===== src/hw/rtl/shrd_ram.sv =====
// Generic single-port-write, single-port-read RAM with a registered read.
// No dependencies.
module shrd_ram #(
    parameter int WIDTH = 8,
    parameter int DEPTH = 64
) (
    input  logic                     aclk,
    input  logic                     we,
    input  logic [$clog2(DEPTH)-1:0] waddr,
    input  logic [WIDTH-1:0]         wdata,
    input  logic                     re,
    input  logic [$clog2(DEPTH)-1:0] raddr,
    output logic [WIDTH-1:0]         rdata
);

    logic [WIDTH-1:0] mem [DEPTH];
    logic [WIDTH-1:0] rdata_reg;

    always_ff @(posedge aclk) begin
        if (we) begin
            mem[waddr] <= wdata;
        end
        if (re) begin
            rdata_reg <= mem[raddr];
        end
    end

    assign rdata = rdata_reg;

endmodule


===== config.mk =====
export PLATFORM = sky130hd
export DESIGN_NAME = shrd_ram
export DESIGN_NICKNAME = d
export VERILOG_FILES = /design/src/hw/rtl/shrd_ram.sv
export SDC_FILE = /design/constraint.sdc
export NUM_CORES = 1
export LEC_CHECK = 0
export BUFFER_PORTS_ARGS = -buffer_cell sky130_fd_sc_hd__buf_2
export CORE_ASPECT_RATIO = 0.9
export CORE_MARGIN = 2
export CORE_UTILIZATION = 50
export CTS_CLUSTER_DIAMETER = 120
export DETAILED_ROUTE_END_ITERATION = 6
export PLACE_DENSITY_LB_ADDON = 0.15
export SKIP_CTS_REPAIR_TIMING = 1
export SLEW_MARGIN = 20
export SYNTH_ARGS = -nofsm -noshare
export SYNTH_HDL_FRONTEND = slang
export SYNTH_SLANG_ARGS = --single-unit

===== constraint.sdc =====
create_clock -name aclk -period 2.1 [get_ports aclk]
set_input_delay 0.105 -clock aclk [delete_from_list [all_inputs] [get_ports aclk]]
set_output_delay 0.105 -clock aclk [all_outputs]
set_load 0.03 [all_outputs]

* Yosys cells after proc, flatten, opt, wreduce, memory -nomap -nowiden *
Memories as Yosys holds them, arrays and structs flattened. A register that Yosys moved wholly into a read port is not among the register bits.
Cells that the tools add are included.

storage, ports and cells
  bits in registers = 0
  RAM bits = 512
  input port bits = 23
  output and inout port bits = 8
  logic and storage cells = 3
  memories kept = 1

operators by class
  muxes and demuxes = 2

memories
  memory  depth  width  rd ports  clocked after memory_dff  write ports  RTL line  RTL
  mem     64     8      1         1                         1            16        logic [WIDTH-1:0] mem [DEPTH];

operators by type and width
  kind              number
  2-to-1 mux 1 bit  2

* Depth between registers and ports, before layout *
  depth after elaboration = 2
  mapped depth = 9
  depth with buffers taken out = 5

* Worst setup path after synthesis *
OpenSTA, ideal clock, no wires.

  path type = input-to-reg
  start = in raddr[1]
  end = reg rdata_reg[3] (netlist: rdata[3]), read port of mem, data pin
  setup time = 0.266 ns
  arrival time = 1.645 ns
  required time = 1.834 ns
  setup slack = 0.189 ns
  stages on the path = 7
  path buffers = 3
  path through = buf_4 > buf_2 > buf_2 > mux4_2 > mux4_2 > o21ai_1 > o41ai_1

RTL lines
  item                RTL line  RTL
  start: declaration  12        input logic [$clog2(DEPTH)-1:0] raddr,
  end: declaration    17        logic [WIDTH-1:0] rdata_reg;

==> impl_results.md <==
* Peak Freq at 0.492 GHz
* Dpl ws at -514 ps
* Core Box Area at 0.0397 mm²
* Vias in the first global route at 10100
* Fillers at 2898
* Cell taking the most area after synthesis: edfxtp_1
* CTS Buf Count at 50
* Worst VDD drop at 709 µV
* Layout Area Growth over Synthesis at 16.9%
* #FFs+latches synth at 520
* Largest register FFs at 512
* Reg2reg path depth at 5
* Layout cells sized above 1 at 0.336
* Tcrit/Tclk final at 0.968
* Max-cap viol count at 0
* Largest cells by area after synthesis: edfxtp_1 77%, mux4_2 14%, nor2_1 1.5%
* Vias at 9972
* Hold Path Class: in -> reg
* Die W at 216 µm
* Vert. Die Dim at 195 µm
* Synth Cell Area at 0.0202 mm²
* WP data arrival at 2360 ps
* Leakage at 7.69 nW
* Port buffer count at 30
* H-Tree Level Count at 2
* RSZ-0062 raised after global routing: no
* Critical setup path kind: reg -> reg
* Remaining DRCs at 0
* Die Footprint at 0.0421 mm²
* CP Max Fanout at 1
* Count of final setup violators at 0
* First-pass GRT wire length at 68400 µm
* Post-route ant nets at 0
* Top Ports at 31
* Initial Utilization at 0.510
* Period minus WS final at 2030 ps
* Sink Count at 520
* Clock Path Buffers at 3
* Avg Cell Area, Syn at 21.5 µm²
* Synth top area share at 0.771
* Logic pwr share at 0.058
* # nets final at 1149
* Net switching power at 0.00442 W
* Clk_lat worst skew at 590 ps
* Worst Path Required at 2430 ps
* Pins Over Slew Limit at 0
* Reg clk slew, reported paths at 60 ps
* Largest net degree at the start of global routing at 65
* TritonCTS clock tree: yes
* # rows at 69
* Sequential power share at 0.546
* Clock power frac at 0.395
* Cells after synthesis at 940
* DP Wirelength at 30200 µm
* EDFF count, synth at 520
* Status: finished, final reports clean
* Fin area at 0.0237 mm²
* WHS Path Cells at 2
* Root Buffer Master: clkbuf_16
* Crit. End Element: flop
* Power Density at 893 mW/mm²
* Synth cell types at 39
* Async S/R FF share, synth at 0
* Gr ovfl total at 0
* Vias per cell at 5.87
* Internal at 0.0167 W
* Multi-input gate area at 0.00433 mm²
* Register area at 0.0156 mm²
* Cell Count, Final, Fillers Out at 1699
* Register area share after synthesis at 0.771
* Switching share of power at 0.209
* Inst Count DP at 1604
* Clk_skew at 20.0 ps
* Fin. Hold Viols at 0
* TritonRoute pass-1 iters at 7
* Setup ws final at 66.8 ps
* Slew HR at 0.498
* Dominant synthesized flop cell: edfxtp_1
* Initial antenna violation count at 2
* Detailed Route WL at 45500 µm
* RePlAce Congestion at 0.821
* Iteration-0 DRC Markers at 1198
* Placed instance area at 0.0221 mm²
* DR WL/cell at 26.8 µm
* WHS at 22.3 ps
* GRT Total Usage at 0.225
* Syn Nets at 963
* Startpoint types: flop
* Yosys warning count at 0
* Tightest Pin Transition at 753 ps
==> power by group through the flow <==
| stage | combinational [W] | sequential, W | clock (W) |
|---|---|---|---|
| 3_3_place_gp | 0.00121 | 0.0118 | 0 |
| 4_1_cts | 0.00123 | 0.0115 | 0.00852 |
| 5_1_grt | 0.00132 | 0.0115 | 0.00891 |
| 6_report | 0.00123 | 0.0115 | 0.00836 |
| 3_5_place_dp | 0.00123 | 0.0118 | 0 |
| 2_1_floorplan | 0.000613 | 0.0118 | 0 |
==> worst max-delay path, cell delays in order (launching register included) <==
cell and delay [ps]:
edfxtp_1 370, mux4_2 460, mux2_2 280, o221a_2 280
nor3_1 270, o32ai_1 130
==> final timing paths <==
kind,startpoint,endpoint,slack (ps)
max,mem[24][4],rdata[4],70
min,wdata[0],mem[10][0],20
max reg2reg,mem[24][4],rdata[4],70
min reg2reg,mem[31][4],rdata[4],990
==> layout by cell type, fill, tap and decap left out, types with 3 or more instances in the layout <==
cell type	count
mux2_2	13
nand3_1	13
nor2b_1	14
nor3_1	7
nand2_1	19
a21oi_1	3
mux2i_1	23
a221oi_1	5
a211oi_1	4
o22ai_1	8
clkinv_2	9
clkbuf_16	51
buf_2	27
buf_12	17
buf_4	138
o2111ai_1	3
nand2b_1	7
mux4_2	126
o2bb2ai_1	3
o221ai_1	8
clkbuf_1	12
edfxtp_1	520
clkinv_1	15
nand3b_1	3
a22oi_1	3
nor2_1	83
==> layout make-up <==
type,count,area share
diodes,1,0.000106
clock buffers,63,0.0558
clock inverters,29,0.00782
multi-input cells,369,0.183
flip-flops and latches,520,0.660
well taps,532,0.0281
repair buffers,185,0.0653
==> metal layers <==
metal  vias up  GRT usage  wire length (µm)
met5         -          0                 7
met4         2     0.0761              1330
met3        77     0.0383              3390
met2       384      0.329             20400
met1      5194      0.349             20300
li1       4315          -                 -
==> per-stage QoR <==
step / power [W] / setup TNS [ps] / utilization
3_3_place_gp: 0.0130 / -1560 / 0.557
3_5_place_dp: 0.0130 / -1660 / 0.557
4_1_cts: 0.0213 / -503 / 0.595
5_1_grt: 0.0218 / 0 / 0.596
2_1_floorplan: 0.0124 / 0 / -
6_report: 0.0211 / 0 / 0.596
==> cells by family (layout without fill, tap and decap cells) <==
kind of cell	count (synthesis)	in the layout	synth area share
AO/OA/AOI/OAI	54	54	0.0206
buffers and inverters	51	277	0.0156
flip-flops	520	520	0.771
multiplexers	162	162	0.159
other	0	1	0
AND/OR/NAND/NOR	153	153	0.0337
==> cells in the mapped netlist, drive strengths merged (3+ instances only) <==
cell type and number:
clkbuf 17, nand3 13, nor2 83, mux2i 23, a211oi 4, nand3b 3, a221oi 6, mux2 13
nor3 7, o2111ai 3, nand2b 7, o2bb2ai 3, nand2 19, edfxtp 520, o21ai 4, nor2b 14
a21oi 3, mux4 126, buf 34, a22oi 3, o22ai 8, o221ai 8
Note: power is estimated with default switching activity, not from simulation.
