`src/hw/rtl/shrd_pkg.sv`:
```
// Shared types and constants for the sample history ring with decimated dump.
// Used by shrd_div and by the top level; no dependencies of its own.
package shrd_pkg;

    // Width of counts, point numbers and record indexes.
    localparam int CNT_W = 7;

    // One stored record: time, temperature, humidity, pressure, valve.
    localparam int TIME_W  = 32;
    localparam int TEMP_W  = 16;
    localparam int HUM_W   = 14;
    localparam int PRES_W  = 17;
    localparam int VALVE_W = 7;
    localparam int REC_W   = TIME_W + TEMP_W + HUM_W + PRES_W + VALVE_W;

    // Stream data widths, padded to whole bytes.
    localparam int IN_DATA_W  = 96;
    localparam int OUT_DATA_W = 104;
    localparam int OUT_PAD_W  = OUT_DATA_W - REC_W - 2 * CNT_W;

    // Position of max_points within the input data word.
    localparam int MAXP_LSB = REC_W;

    typedef enum logic [1:0] {
        ACT_ADD   = 2'd0,
        ACT_READ  = 2'd1,
        ACT_CLEAR = 2'd2
    } action_t;

    typedef enum logic [3:0] {
        ST_IDLE = 4'b0001,
        ST_DIV  = 4'b0010,
        ST_RD   = 4'b0100,
        ST_LOAD = 4'b1000
    } state_t;

    typedef struct packed {
        logic             start;
        logic [CNT_W-1:0] dividend;
        logic [CNT_W-1:0] divisor;
    } div_req_t;

    typedef struct packed {
        logic             done;
        logic [CNT_W-1:0] quotient;
        logic [CNT_W-1:0] remainder;
    } div_rsp_t;

    function automatic logic [OUT_DATA_W-1:0] pack_result(
        input logic [REC_W-1:0] rec,
        input logic [CNT_W-1:0] points,
        input logic [CNT_W-1:0] stored
    );
        return {{OUT_PAD_W{1'b0}}, stored, points, rec};
    endfunction

endpackage

```
`src/hw/rtl/shrd_div.sv`:
```
// Restoring divider, one quotient bit per cycle, for the readout step size.
// Depends on shrd_pkg for widths and the request and response structs.
module shrd_div (
    input  logic                aclk,
    input  logic                aresetn,
    input  shrd_pkg::div_req_t  req,
    output shrd_pkg::div_rsp_t  rsp
);

    localparam int W     = shrd_pkg::CNT_W;
    localparam int STEPW = $clog2(W);

    logic [W-1:0]     quo_reg, quo_next;
    logic [W-1:0]     rem_reg, rem_next;
    logic [W-1:0]     dsr_reg, dsr_next;
    logic [STEPW-1:0] step_reg, step_next;
    logic             busy_reg, busy_next;
    logic             done_reg, done_next;

    logic [W:0] trial;
    logic [W:0] diff;
    logic       fits;

    always_comb begin
        trial = {rem_reg, quo_reg[W-1]};
        diff  = trial - {1'b0, dsr_reg};
        fits  = (trial >= {1'b0, dsr_reg});

        quo_next  = quo_reg;
        rem_next  = rem_reg;
        dsr_next  = dsr_reg;
        step_next = step_reg;
        busy_next = busy_reg;
        done_next = 1'b0;

        if (req.start) begin
            quo_next  = req.dividend;
            rem_next  = '0;
            dsr_next  = req.divisor;
            step_next = '0;
            busy_next = 1'b1;
        end else if (busy_reg) begin
            quo_next  = {quo_reg[W-2:0], fits};
            rem_next  = fits ? diff[W-1:0] : trial[W-1:0];
            step_next = step_reg + 1'b1;
            if (step_reg == STEPW'(W - 1)) begin
                busy_next = 1'b0;
                done_next = 1'b1;
            end
        end
    end

    always_ff @(posedge aclk) begin
        if (!aresetn) begin
            busy_reg <= 1'b0;
            done_reg <= 1'b0;
            step_reg <= '0;
        end else begin
            busy_reg <= busy_next;
            done_reg <= done_next;
            step_reg <= step_next;
        end
        quo_reg <= quo_next;
        rem_reg <= rem_next;
        dsr_reg <= dsr_next;
    end

    assign rsp.done      = done_reg;
    assign rsp.quotient  = quo_reg;
    assign rsp.remainder = rem_reg;

endmodule

```
`config.mk`:
```
export PLATFORM = sky130hd
export DESIGN_NAME = shrd_div
export DESIGN_NICKNAME = d
export VERILOG_FILES = /design/src/hw/rtl/shrd_pkg.sv /design/src/hw/rtl/shrd_div.sv
export SDC_FILE = /design/constraint.sdc
export NUM_CORES = 1
export LEC_CHECK = 0
export BUFFER_PORTS_ARGS = -buffer_cell sky130_fd_sc_hd__buf_4
export CAP_MARGIN = 20
export CORE_AREA = 2 2 70 72
export CTS_CLUSTER_SIZE = 8
export DETAILED_ROUTE_END_ITERATION = 6
export DIE_AREA = 0 0 72 74
export HOLD_SLACK_MARGIN = 0.08
export PLACE_DENSITY = 0.63
export SETUP_SLACK_MARGIN = 0.2
export SLEW_MARGIN = 10
export SYNTH_ARGS = -nofsm -noshare
export SYNTH_HDL_FRONTEND = slang
export SYNTH_SLANG_ARGS = --single-unit
```
`constraint.sdc`:
```
create_clock -name aclk -period 2.02 [get_ports aclk]
set_input_delay 0.101 -clock aclk [delete_from_list [all_inputs] [get_ports aclk]]
set_output_delay 0.101 -clock aclk [all_outputs]
set_load 0.01 [all_outputs]
```
# --- Word-level counts from Yosys, hierarchy flattened ---
# Index checks and enable logic that the tools add are counted.
totals:
  register_bits: 26
  in_bits: 17
  elab_cells: 22
classes:
  add_sub_neg: 2
  magnitude_cmp: 1
  n_eq_ne: 1
  muxes: 7
  bitwise: 2
  reduce_logical: 3
ops:
  columns: ["cell", "n"]
  rows:
  - ["7-bit two-way mux", 3]
  - ["8-bit by 7-bit >= comparator with 1-bit output", 1]
  - ["7-bit subtractor", 1]
  - ["1-bit two-way mux", 4]
  - ["3-bit by 1-bit adder with 3-bit output, second input constant", 1]
  - ["3-bit == test, second input constant", 1]
  - ["3-bit OR reduction", 1]
  - ["1-bit NOT", 2]
  - ["2-bit nonzero test", 1]
  - ["2-bit OR reduction", 1]

# --- Depth between registers and ports, before layout ---
logic_depth:
  word_depth: 4
  mapped_depth: 9

# --- Least setup slack after synthesis ---
# Ideal clock, no wire load.
synth_path:
  kind: "register -> register"
  from: "reg quo_reg[6]"
  to: "reg rem_reg[0]"
  setup_time_ps: 88
  arrival_ps: 2121
  setup_slack_ps: -190
  path_stages_with_launch: 10
  path_buffers: 2
  synth_period_minus_slack_ps: 2210
  path_cell_list: "edfxtp_1 > inv_1 > ha_1 > fa_1 > nand2b_1 > a211o_1 > buf_6 > and3_1 > buf_6 > a311oi_2"
synth_via:
  elab_chain_cells: 2
synth_lines:
  columns: ["element", "line_no", "source"]
  rows:
  - ["start, declared", "shrd_div.sv:13", "logic [W-1:0] quo_reg, quo_next;"]
  - ["start signal, assigned", "shrd_div.sv:63", "quo_reg <= quo_next;"]
  - ["7-bit subtractor or 8-bit by 7-bit >= comparator with 1-bit output (tied branches)", "shrd_div.sv:26, shrd_div.sv:27", null]
  - ["7-bit two-way mux *", "shrd_div.sv:44", "rem_next = fits ? diff[W-1:0] : trial[W-1:0];"]
  - ["end signal, assigned", "shrd_div.sv:64", "rem_reg <= rem_next;"]
  - ["end, declared", "shrd_div.sv:14", "logic [W-1:0] rem_reg, rem_next;"]
# Mark *: on every way between the ends. The rest lies on a longest branch, timed or not.
# A chain may end at the register's enable or synchronous reset.

# --- Worst setup path in the final report ---
layout_path:
  from: "reg dsr_reg[0]"
  to: "reg rem_reg[5]"
layout_via:
  elab_chain_cells: 2
layout_lines:
  columns: ["element", "line_no", "source"]
  rows:
  - ["start, declared", "shrd_div.sv:15", "logic [W-1:0] dsr_reg, dsr_next;"]
  - ["start signal, assigned", "shrd_div.sv:65", "dsr_reg <= dsr_next;"]
  - ["7-bit subtractor or 8-bit by 7-bit >= comparator with 1-bit output (tied branches)", "shrd_div.sv:26, shrd_div.sv:27", null]
  - ["7-bit two-way mux *", "shrd_div.sv:44", null]
# Marked as above.

==> metrics.txt <==
post-route ant nets 0; final hold vios 0; Worst Max-Slew Pin Slew 431 ps; Row Count 25; Data arrival, critical path 2160 ps; Setup-failing EPs final 0; predominant post-synthesis flop cell edfxtp_1; Fin Clk Skew 7.50 ps; initial DRC count 91; # port buffers 31; sequential area share after synthesis 42.6%; number of synthesized flops with an enable pin 14; CORE AREA 4600 um^2; synth-to-layout area growth 37.5%; Clock Power Share 31.0%; Reg power frac 44.0%; Netlist cell types 47; P_sw 374 uW; Seq cells post-synth 26; die height 74 um; Comb pwr share 25.0%; top-area cell type share of the netlist area 27.1%; crit path time final 1950 ps; total power 1420 uW; setup slack after placement 30.1 ps; Inserted Clock Buffers 3; CTS Sinks 26; Worst-path clk slew 100 ps; Synth area leaders edfxtp_1, dfxtp_1, ha_1, mux2_2, inv_1; wire per inst 13.5 um; die area 5330 um^2; Longest Clk Path Bufs 2; Via density 5.01; setup slack after layout 69.3 ps; Initial Util 33.7%; max_slew headroom 71.2%; WS Path Type flop to flop; CTS Root Buffer Type clkbuf_8; post-synthesis cell count 149; initial antenna violation count 0; Synth area leader edfxtp_1; largest net degree at the start of global routing 32; VDD IR max 0.000454 V; RSZ-0062 raised after global routing true; chip width 72 um; Post-Syn Nets 176; share of cells above drive strength 1 39.2%; routed wire length 3350 um; final net count 222; commonest non-fill, non-tap cells in the layout buf_4, edfxtp_1, inv_1, dfxtp_1, nor2_1; YS warnings 0; Pre-Repair DR Iteration Count 4; Post-synth ARST share 0%; Sw Share 26.3%; status finished clean; diodes inserted 0; DRC Markers 0; HPWL Detailed 2280 um; area occupied by multi-input gates 893 um^2; CTS tree built; pins over their slew limit 0; CP required 2230 ps; first-pass GRT wire length 5580 um; Syn Std Cell Area 1550 um^2; Int Power 1050 uW; Vias 1242; total grt overflow 0; vias in the first global route 1252; Clock Latency Late Sink 280 ps; critical path startpoint category flop; Mean Syn Cell Area 10.4 um^2; HP Class input port to flop; PwrDens 668 nW/um^2; most common cell after layout, fill and taps aside buf_4; CTS H-tree lvls 1; I/O pin total 32; Max-Cap Viols 0; Leak 0.000886 uW; fin crit share 96.6%; Max FO, Critical Path 5; GP Congestion 0.735; # fillers 424; Setup crit end kind flop; Max Freq 0.513 GHz; register area 661 um^2; GRT Total Usage 13.3%
final cells by class:
type                            count  area share, %
Multi-Input combinational cell    102           41.9
Tap cell                           54           3.17
Timing Repair Buffer               49           18.4
Clock inverter                      1           1.41
Inverter                           13           2.29
Clock buffer                        3           1.94
Sequential cell                    26           31.0
routing by layer:
| metal | wire length [um] | track usage [%] | share of wire, % | up-vias |
|---|---|---|---|---|
| met3 | 126 | 2.98 | 3.8 | 2 |
| met1 | 1540 | 16.7 | 46 | 589 |
| met5 | 0 | 0 | 0 | - |
| li1 | - | - | - | 629 |
| met4 | 18 | 2.52 | 0.54 | 0 |
| met2 | 1660 | 23.9 | 50 | 22 |
cell families after synthesis:
| group | synth area share [%] |
|---|---|
| AO/OA/AOI/OAI | 18.4 |
| XOR/XNOR | 2.26 |
| adder cells (fa/ha/maj) | 8.55 |
| buffers and inverters | 6.53 |
| flip-flops | 42.6 |
| multiplexers | 5.00 |
| AND/OR/NAND/NOR | 16.7 |
path summary, 6_finish.rpt:
kind                                   from    endpoint  slack, ps  depth (start not counted)
worst max-delay path             dsr_reg[0]  rem_reg[5]         70                          7
worst min-delay path                req[12]  quo_reg[5]        110                          2
worst max register to register   dsr_reg[0]  rem_reg[5]         70                          7
worst min register to register  step_reg[2]    done_reg        490                          2
cells in the mapped netlist (3+ instances only):
cell,number
a211oi_1,3
a41oi_1,4
clkbuf_1,3
dfxtp_1,12
edfxtp_1,14
ha_1,9
inv_1,13
mux2_2,6
nand2_1,8
nand2b_1,3
nor2_1,11
nor2b_1,5
nor3b_1,6
o21ai_0,5
or2_2,3
xnor2_1,3
metrics by stage:
| step | setup TNS, ps | area [um^2] | hold WS (ps) | utilization [%] | std cells |
|---|---|---|---|---|---|
| detailed placement | 0 | 1860 | 281 | 40.5 | 231 |
| CTS | 0 | 2060 | 110 | 44.9 | 246 |
| finish | 0 | 2130 | 115 | 46.4 | 248 |
| floorplan | -193 | 1580 | 200 | - | 149 |
| global placement | 0 | 1860 | 281 | 40.5 | 231 |
| global route | -49.2 | 2130 | 111 | 46.4 | 248 |
worst max-delay path, cell delays in order (launching register included):
cell	delay, ps
edfxtp_1	420
ha_4	180
fa_2	330
nand2b_4	150
a211o_1	300
buf_6	150
a31o_4	220
o21ai_2	130
what timing repair did:
action | CTS | global route
gates resized for setup | 4 | 9
endpoints found under the hold margin | 8 | 0
endpoints found under the setup margin | 8 | 8
buffers inserted | 3 | 2
gates cloned | 0 | 0
pin swaps | 1 | 8
hold buffers | 8 | 0
power by group through the flow:
stage | logic, uW | registers, uW | clock network, uW
global placement | 316 | 639 | 0
CTS | 341 | 628 | 455
detailed placement | 314 | 640 | 0
global route | 389 | 633 | 467
finish | 356 | 627 | 441
floorplan | 199 | 645 | 0
No activity file was read; power rests on OpenSTA's default activity.
